==> config.mk <==
export PLATFORM = sky130hd
export DESIGN_NAME = teb_useq
export DESIGN_NICKNAME = d
export VERILOG_FILES = /design/src/rtl/teb_pkg.sv /design/src/rtl/teb_useq.sv
export SDC_FILE = /design/constraint.sdc
export NUM_CORES = 1
export LEC_CHECK = 0
export BUFFER_PORTS_ARGS = -buffer_cell sky130_fd_sc_hd__buf_2
export CAP_MARGIN = 20
export CORE_ASPECT_RATIO = 0.9
export CORE_MARGIN = 2
export CORE_UTILIZATION = 45
export CTS_BUF_LIST = sky130_fd_sc_hd__clkbuf_4 sky130_fd_sc_hd__clkbuf_8
export DETAILED_ROUTE_END_ITERATION = 10
export PLACE_DENSITY_LB_ADDON = 0.25
export SLEW_MARGIN = 30
export SYNTH_ARGS = -nofsm -noshare
export SYNTH_HDL_FRONTEND = slang
export SYNTH_SLANG_ARGS = --single-unit
==> constraint.sdc <==
create_clock -name clk_i -period 3 [get_ports clk_i]
set_input_delay 0.15 -clock clk_i [delete_from_list [all_inputs] [get_ports clk_i]]
set_output_delay 0.15 -clock clk_i [all_outputs]
set_load 0.01 [all_outputs]
==> src/rtl/teb_pkg.sv <==
// Shared types, constants and microcode step labels for the text edit buffer.
package teb_pkg;

  localparam int unsigned DEF_STORE_BYTES = 4096;

  localparam int unsigned KIND_W  = 4;
  localparam int unsigned CHAR_W  = 8;
  localparam int unsigned DELTA_W = 14;
  localparam int unsigned RIDX_W  = 12;
  localparam int unsigned POS_W   = 13;
  localparam int unsigned CFG_AW  = 3;
  localparam int unsigned CFG_DW  = 32;

  localparam logic [CFG_AW-3:0] REG_TYPING = '0;

  localparam logic [CHAR_W-1:0] CH_BACKSPACE = 8'h08;
  localparam logic [CHAR_W-1:0] CH_NEWLINE   = 8'h0A;

  typedef enum logic [KIND_W-1:0] {
    K_INSERT = 4'd0,
    K_BACKSP = 4'd1,
    K_DELETE = 4'd2,
    K_MOVE   = 4'd3,
    K_UP     = 4'd4,
    K_DOWN   = 4'd5,
    K_HOME   = 4'd6,
    K_END    = 4'd7,
    K_CLEAR  = 4'd8,
    K_APPEND = 4'd9
  } kind_e;

  typedef logic [5:0] step_t;

  localparam step_t S_FIN  = 6'd0;
  localparam step_t S_OUT  = 6'd1;
  localparam step_t S_INS0 = 6'd2;
  localparam step_t S_INS1 = 6'd3;
  localparam step_t S_INS2 = 6'd4;
  localparam step_t S_INS3 = 6'd5;
  localparam step_t S_BSP0 = 6'd6;
  localparam step_t S_DEL0 = 6'd7;
  localparam step_t S_RM1  = 6'd8;
  localparam step_t S_RM2  = 6'd9;
  localparam step_t S_RM3  = 6'd10;
  localparam step_t S_MOV0 = 6'd11;
  localparam step_t S_HOM0 = 6'd12;
  localparam step_t S_HOM1 = 6'd13;
  localparam step_t S_HOM2 = 6'd14;
  localparam step_t S_HOM3 = 6'd15;
  localparam step_t S_END0 = 6'd16;
  localparam step_t S_END1 = 6'd17;
  localparam step_t S_END2 = 6'd18;
  localparam step_t S_END3 = 6'd19;
  localparam step_t S_UP0  = 6'd20;
  localparam step_t S_UP1  = 6'd21;
  localparam step_t S_UP2  = 6'd22;
  localparam step_t S_UP3  = 6'd23;
  localparam step_t S_UP4  = 6'd24;
  localparam step_t S_UP5  = 6'd25;
  localparam step_t S_UP6  = 6'd26;
  localparam step_t S_UP7  = 6'd27;
  localparam step_t S_LE1  = 6'd28;
  localparam step_t S_LE2  = 6'd29;
  localparam step_t S_LE3  = 6'd30;
  localparam step_t S_DN0  = 6'd31;
  localparam step_t S_DN1  = 6'd32;
  localparam step_t S_DN2  = 6'd33;
  localparam step_t S_DN3  = 6'd34;
  localparam step_t S_DN4  = 6'd35;
  localparam step_t S_DN5  = 6'd36;
  localparam step_t S_DN6  = 6'd37;
  localparam step_t S_DN7  = 6'd38;
  localparam step_t S_CLR0 = 6'd39;
  localparam step_t S_APP0 = 6'd40;

  typedef enum logic [1:0] {RS_PTR, RS_PM1, RS_PP1, RS_RIDX} rsel_e;
  typedef enum logic [1:0] {WS_NONE, WS_PTR, WS_CUR, WS_LEN} wsel_e;
  typedef enum logic [2:0] {
    P_HOLD, P_CUR, P_CM1, P_LEN, P_INC, P_DEC, P_INCN, P_DECN
  } pop_e;
  typedef enum logic [2:0] {
    C_HOLD, C_INC, C_DEC, C_MOVE, C_PTR, C_COL, C_ZERO, C_LP1
  } cop_e;
  typedef enum logic [1:0] {L_HOLD, L_INC, L_DEC, L_ZERO} lop_e;
  typedef enum logic [1:0] {A_NONE, A_COL, A_TGT} aux_e;
  typedef enum logic [2:0] {
    J_NEVER, J_ALWAYS, J_PZ, J_PL, J_PC, J_P1GL, J_RDN
  } jc_e;

  typedef struct packed {
    jc_e   jc;
    step_t jt;
    rsel_e rsel;
    wsel_e wsel;
    pop_e  pop;
    cop_e  cop;
    lop_e  lop;
    aux_e  aux;
    logic  done;
  } ucw_t;

  typedef struct packed {
    logic ptr_zero;
    logic ptr_eq_len;
    logic ptr_eq_cur;
    logic ptr1_ge_len;
    logic rd_nnl;
  } flags_t;

endpackage

==> src/rtl/teb_useq.sv <==
// Microcode sequencer: step counter, control store and conditional jumps.
module teb_useq (
  input  logic            clk_i,
  input  logic            rst_ni,
  input  logic            go_i,
  input  teb_pkg::step_t  entry_i,
  input  teb_pkg::flags_t flags_i,
  output teb_pkg::ucw_t   ctrl_o,
  output logic            busy_o
);
  import teb_pkg::*;

  typedef enum logic [1:0] {
    SQ_IDLE = 2'b01,
    SQ_RUN  = 2'b10
  } seq_state_e;

  seq_state_e state_q, state_d;
  step_t      pc_q, pc_d;
  ucw_t       cw;
  logic       take;

  function automatic ucw_t uc(input jc_e jc, input step_t jt, input rsel_e rs,
                              input wsel_e ws, input pop_e po, input cop_e co,
                              input lop_e lo, input aux_e ax);
    ucw_t w;
    w.jc   = jc;
    w.jt   = jt;
    w.rsel = rs;
    w.wsel = ws;
    w.pop  = po;
    w.cop  = co;
    w.lop  = lo;
    w.aux  = ax;
    w.done = 1'b0;
    return w;
  endfunction

  function automatic ucw_t rom(input step_t pc);
    ucw_t w;
    w = uc(J_ALWAYS, S_FIN, RS_PTR, WS_NONE, P_HOLD, C_HOLD, L_HOLD, A_NONE);
    unique case (pc)
      S_FIN:  w = uc(J_NEVER, S_FIN, RS_RIDX, WS_NONE, P_HOLD, C_HOLD, L_HOLD, A_NONE);
      S_OUT:  begin
        w = uc(J_NEVER, S_FIN, RS_PTR, WS_NONE, P_HOLD, C_HOLD, L_HOLD, A_NONE);
        w.done = 1'b1;
      end
      S_INS0: w = uc(J_NEVER, S_FIN, RS_PTR, WS_NONE, P_LEN, C_HOLD, L_HOLD, A_NONE);
      S_INS1: w = uc(J_PC, S_INS3, RS_PM1, WS_NONE, P_HOLD, C_HOLD, L_HOLD, A_NONE);
      S_INS2: w = uc(J_ALWAYS, S_INS1, RS_PTR, WS_PTR, P_DEC, C_HOLD, L_HOLD, A_NONE);
      S_INS3: w = uc(J_ALWAYS, S_FIN, RS_PTR, WS_CUR, P_HOLD, C_INC, L_INC, A_NONE);
      S_BSP0: w = uc(J_ALWAYS, S_RM1, RS_PTR, WS_NONE, P_CM1, C_DEC, L_HOLD, A_NONE);
      S_DEL0: w = uc(J_NEVER, S_FIN, RS_PTR, WS_NONE, P_CUR, C_HOLD, L_HOLD, A_NONE);
      S_RM1:  w = uc(J_P1GL, S_RM3, RS_PP1, WS_NONE, P_HOLD, C_HOLD, L_HOLD, A_NONE);
      S_RM2:  w = uc(J_ALWAYS, S_RM1, RS_PTR, WS_PTR, P_INC, C_HOLD, L_HOLD, A_NONE);
      S_RM3:  w = uc(J_ALWAYS, S_FIN, RS_PTR, WS_NONE, P_HOLD, C_HOLD, L_DEC, A_NONE);
      S_MOV0: w = uc(J_ALWAYS, S_FIN, RS_PTR, WS_NONE, P_HOLD, C_MOVE, L_HOLD, A_NONE);
      S_HOM0: w = uc(J_NEVER, S_FIN, RS_PTR, WS_NONE, P_CUR, C_HOLD, L_HOLD, A_NONE);
      S_HOM1: w = uc(J_PZ, S_HOM3, RS_PM1, WS_NONE, P_HOLD, C_HOLD, L_HOLD, A_NONE);
      S_HOM2: w = uc(J_RDN, S_HOM1, RS_PTR, WS_NONE, P_DECN, C_HOLD, L_HOLD, A_NONE);
      S_HOM3: w = uc(J_ALWAYS, S_FIN, RS_PTR, WS_NONE, P_HOLD, C_PTR, L_HOLD, A_NONE);
      S_END0: w = uc(J_NEVER, S_FIN, RS_PTR, WS_NONE, P_CUR, C_HOLD, L_HOLD, A_NONE);
      S_END1: w = uc(J_PL, S_END3, RS_PTR, WS_NONE, P_HOLD, C_HOLD, L_HOLD, A_NONE);
      S_END2: w = uc(J_RDN, S_END1, RS_PTR, WS_NONE, P_INCN, C_HOLD, L_HOLD, A_NONE);
      S_END3: w = uc(J_ALWAYS, S_FIN, RS_PTR, WS_NONE, P_HOLD, C_PTR, L_HOLD, A_NONE);
      S_UP0:  w = uc(J_NEVER, S_FIN, RS_PTR, WS_NONE, P_CUR, C_HOLD, L_HOLD, A_NONE);
      S_UP1:  w = uc(J_PZ, S_UP3, RS_PM1, WS_NONE, P_HOLD, C_HOLD, L_HOLD, A_NONE);
      S_UP2:  w = uc(J_RDN, S_UP1, RS_PTR, WS_NONE, P_DECN, C_HOLD, L_HOLD, A_NONE);
      S_UP3:  w = uc(J_PZ, S_FIN, RS_PTR, WS_NONE, P_HOLD, C_HOLD, L_HOLD, A_COL);
      S_UP4:  w = uc(J_NEVER, S_FIN, RS_PTR, WS_NONE, P_DEC, C_HOLD, L_HOLD, A_NONE);
      S_UP5:  w = uc(J_PZ, S_UP7, RS_PM1, WS_NONE, P_HOLD, C_HOLD, L_HOLD, A_NONE);
      S_UP6:  w = uc(J_RDN, S_UP5, RS_PTR, WS_NONE, P_DECN, C_HOLD, L_HOLD, A_NONE);
      S_UP7:  w = uc(J_NEVER, S_FIN, RS_PTR, WS_NONE, P_HOLD, C_HOLD, L_HOLD, A_TGT);
      S_LE1:  w = uc(J_PL, S_LE3, RS_PTR, WS_NONE, P_HOLD, C_HOLD, L_HOLD, A_NONE);
      S_LE2:  w = uc(J_RDN, S_LE1, RS_PTR, WS_NONE, P_INCN, C_HOLD, L_HOLD, A_NONE);
      S_LE3:  w = uc(J_ALWAYS, S_FIN, RS_PTR, WS_NONE, P_HOLD, C_COL, L_HOLD, A_NONE);
      S_DN0:  w = uc(J_NEVER, S_FIN, RS_PTR, WS_NONE, P_CUR, C_HOLD, L_HOLD, A_NONE);
      S_DN1:  w = uc(J_PZ, S_DN3, RS_PM1, WS_NONE, P_HOLD, C_HOLD, L_HOLD, A_NONE);
      S_DN2:  w = uc(J_RDN, S_DN1, RS_PTR, WS_NONE, P_DECN, C_HOLD, L_HOLD, A_NONE);
      S_DN3:  w = uc(J_NEVER, S_FIN, RS_PTR, WS_NONE, P_CUR, C_HOLD, L_HOLD, A_COL);
      S_DN4:  w = uc(J_PL, S_FIN, RS_PTR, WS_NONE, P_HOLD, C_HOLD, L_HOLD, A_NONE);
      S_DN5:  w = uc(J_RDN, S_DN4, RS_PTR, WS_NONE, P_INCN, C_HOLD, L_HOLD, A_NONE);
      S_DN6:  w = uc(J_NEVER, S_FIN, RS_PTR, WS_NONE, P_INC, C_HOLD, L_HOLD, A_NONE);
      S_DN7:  w = uc(J_ALWAYS, S_LE1, RS_PTR, WS_NONE, P_HOLD, C_HOLD, L_HOLD, A_TGT);
      S_CLR0: w = uc(J_ALWAYS, S_FIN, RS_PTR, WS_NONE, P_HOLD, C_ZERO, L_ZERO, A_NONE);
      S_APP0: w = uc(J_ALWAYS, S_FIN, RS_PTR, WS_LEN, P_HOLD, C_LP1, L_INC, A_NONE);
      default: w = uc(J_ALWAYS, S_FIN, RS_PTR, WS_NONE, P_HOLD, C_HOLD, L_HOLD, A_NONE);
    endcase
    return w;
  endfunction

  always_comb begin
    cw      = uc(J_NEVER, S_FIN, RS_PTR, WS_NONE, P_HOLD, C_HOLD, L_HOLD, A_NONE);
    take    = 1'b0;
    state_d = state_q;
    pc_d    = pc_q;
    unique case (state_q)
      SQ_IDLE: begin
        if (go_i) begin
          state_d = SQ_RUN;
          pc_d    = entry_i;
        end
      end
      SQ_RUN: begin
        cw = rom(pc_q);
        unique case (cw.jc)
          J_NEVER:  take = 1'b0;
          J_ALWAYS: take = 1'b1;
          J_PZ:     take = flags_i.ptr_zero;
          J_PL:     take = flags_i.ptr_eq_len;
          J_PC:     take = flags_i.ptr_eq_cur;
          J_P1GL:   take = flags_i.ptr1_ge_len;
          J_RDN:    take = flags_i.rd_nnl;
          default:  take = 1'b0;
        endcase
        if (cw.done) begin
          state_d = SQ_IDLE;
        end else begin
          pc_d = take ? cw.jt : pc_q + step_t'(1);
        end
      end
      default: state_d = SQ_IDLE;
    endcase
  end

  always_ff @(posedge clk_i or negedge rst_ni) begin
    if (!rst_ni) begin
      state_q <= SQ_IDLE;
      pc_q    <= S_FIN;
    end else begin
      state_q <= state_d;
      pc_q    <= pc_d;
    end
  end

  assign ctrl_o = cw;
  assign busy_o = (state_q != SQ_IDLE);

endmodule

==> key figures <==
Placement
  – Dpl hpwl: ~3.4 mm
  – GP Congestion: around 0.91
  – DP Worst Slack: -0.0133 ns
  – Port Buffers: 38
  – Placed cell count: 307

Synthesis
  – Primary FF master, synth: dfrtp_1
  – Netlist Area Pre-Place: around 1500 um^2
  – Synth cell count leaders: 39 x nor2_1, 24 x nand2_1, 19 x a21oi_1
  – Complex-gate fraction of the synthesized area: 33.9%
  – Synth cell types: 52
  – Simple-gate share of the synthesized area: roughly 29%
  – Yosys top cell by area: dfrtp_1
  – Count leader, synth: nor2_1
  – Mux cell area share after synthesis: approximately 6.8%
  – Adder-cell share of the synthesized area: under 10%
  – Number of flops mapped to enable cells by yosys: 0
  – Synth warnings: 0
  – Post-Syn Area per Cell: about 6.7 um^2
  – Largest family of logic cells by synthesized area: compound AO/OA/AOI/OAI gates
  – Synth top area cells: dfrtp_1 11%, nor2_1 9.5%, ha_1 6.5%
  – Ys async rst share: 100%
  – Post-synth top area share: between 10% and 20%
  – Syn Nets: 252
  – Cells after Synth: 230
  – Seq cells post-synth: 8
  – Post-synthesis sequential area ratio: 13.0%
  – Post-synthesis xor/xnor area fraction: under 10%

Critical path
  – Critical path class: register to register
  – Crit Path Max Fanout: 8
  – Crit path launch type: register
  – Slowest-stage cell, CP: dfrtp_1
  – Reg2Reg Setup Slack: around 0.17 ns
  – Crit. End Element: register
  – Worst-path cell chain: ha_2 > inv_1 > ha_1 > nand2b_1 > a32oi_1 > nand2_1 > and3b_1 > o311ai_4 > buf_12 > mux2i_1 > a221o_1
  – Critical Path RT: ~3.1 ns
  – Worst EP arrival: 2.96 ns
  – Largest stage delay, worst path: approximately 0.5 ns

Route
  – DR WL/cell: roughly 15 um
  – DR vias: 1846
  – Routed Antenna Nets: 0
  – Vias/cell: 5.90
  – Total wire length: around 4.8 mm
  – 1st-iter DRT viols: 95
  – Initial DRT Pass Iterations: 4
  – Drc violations: 0

Floorplanning
  – Core area: ~3300 um^2
  – Die area: ~3900 um^2
  – Horiz. Die Dim: between 60 and 70 um
  – Die Y: between 50 and 60 um
  – Initial Util: 46.4%
  – # IOs: 39
  – Cell row count: 20

Power and ir drop
  – P_leak: roughly 0.0009 uW
  – PD cells: around 1300 nW/um^2
  – Peak supply drop: between 0.7 and 0.8 mV

Hold path
  – Hold Crit Class: input port to register

STA
  – Final Max Slew Viols: 0
  – F_max: around 350 MHz
  – Final period util: ~94%
  – Final Hold Viols: 0
  – Final TNS setup: 0 ns
  – Crit path time final: 2.83 ns
  – Clk_skew: 0.000888 ns
  – Setup violators final: 0
  – Setup ws final: roughly 0.17 ns
  – Slew @ Worst Pin: between 0.6 and 0.7 ns
  – Hold_ws: 0.243 ns
  – Relative slew slack: between 50% and 60%

CTS
  – Worst-Skew Late Latency: about 0.24 ns
  – Clk slew on worst S/H paths: around 0.05 ns
  – CTS tree: built
  – CTS buffer count: 3
  – Root buf cell: clkbuf_8
  – CTS sink cnt: 8
  – Clk buf depth: 2
  – H-tree depth: 1

Global route
  – Vias in the first global route: roughly 1600
  – Initial antenna violation count: 0
  – Grt ovf: 0
  – Pin count of the biggest net entering global routing: 30
  – Total track usage: between 20% and 30%
  – First-pass GRT wire length: approximately 7.9 mm

Cells and area
  – Area Overhead vs Synth: 23.4%
  – Finished Core Util: between 50% and 60%
  – Diode count: 0
  – Ratio of cells with drive above 1 in the final layout: 26.4%
  – Final nets: roughly 290
  – Final Instance Count excl. Fillers: approximately 310

Outcome
  – Status: finished, final reports clean

Run
  – Max Cap Viol: 0
[flip-flops by register name, indices dropped and copies added, names as in the netlist]
register	count
pc_q	6
state_q	2
[final timing paths]
| check | from | end | depth (start not counted) |
|---|---|---|---|
| worst max-delay path | pc_q[0] | pc_q[4] | 11 |
| min in group asynchronous | rst_ni | pc_q[0] | 2 |
| max in group asynchronous | rst_ni | state_q[0] | 2 |
| worst min-delay path | entry_i[3] | pc_q[3] | 3 |
| worst max register to register | pc_q[0] | pc_q[4] | 11 |
| worst min register to register | pc_q[1] | pc_q[1] | 1 |
[kinds of logic (layout without fill, tap and decap cells)]
family,Yosys count,after routing
mux,10,10
xor+xnor,4,4
fa+ha+maj,8,8
simple gates,97,97
compound gates,72,72
buf+inv,31,70
flops,8,8
[worst max-delay path: cells and delay by family, from the launching register on]
kind                       cells  cell delay, ns
AOI/OAI and AO/OA              3            0.93
adders and majority gates      2            0.47
buffers and inverters          2            0.24
DFF                            1            0.49
muxes                          1            0.07
and+or+nand+nor                3            0.51
[where the power goes]
| group | switching [uW] | total [uW] | internal [uW] |
|---|---|---|---|
| logic | 1210 | 2100 | 891 |
| registers | 75.5 | 246 | 171 |
| clock network | 53.7 | 156 | 102 |
[final cells by class]
| type | count | area (um^2) |
|---|---|---|
| well taps | 44 | 55.1 |
| flip-flops and latches | 8 | 203 |
| multi-input cells | 191 | 1220 |
| fillers | 337 | 1420 |
| repair buffers | 57 | 348 |
| clock buffers | 4 | 48.8 |
| inverters | 9 | 33.8 |
[cell usage in the layout (no fill, tap or decap), types with 2 or more instances in the layout]
cell and count:
nor2_1 39, buf_2 38, nand2_1 24, a21oi_1 19, buf_4 17, o21ai_0 12
mux2i_1 9, inv_1 8, and3_1 8, a31oi_1 7, ha_1 7, nand3_1 6
dfrtp_1 6, nand2b_1 5, a221o_1 5, o211ai_1 4, a32oi_1 4, nor2b_1 4
xor2_1 3, nor3_1 3, clkbuf_8 3, nor3b_1 2, o311ai_0 2, o22ai_1 2
[timing repair]
item,in CTS,in global routing
gates resized for setup,0,2
buffers inserted,0,1
hold endpoints to repair,8,0
hold buffers,1,0
setup endpoints to repair,1,6
pin swaps,1,1
[metal layers]
metal  vias to the layer above  GRT usage [%]  part of all wire (%)
li1                        908              -                     -
met1                       864           38.0                    49
met2                        65           37.8                    44
met3                         9           5.32                   5.9
met4                         0           9.52                   1.3
met5                         -              0                     0
[through the flow]
stage                     power, uW  instance area [um^2]
after detailed placement       2210                  1820
final                          2510                  1910
after CTS                      2380                  1880
after global placement         2190                  1820
after global routing           2720                  1910
after floorplan                1720                  1550
(Power assumes the default switching activity.)
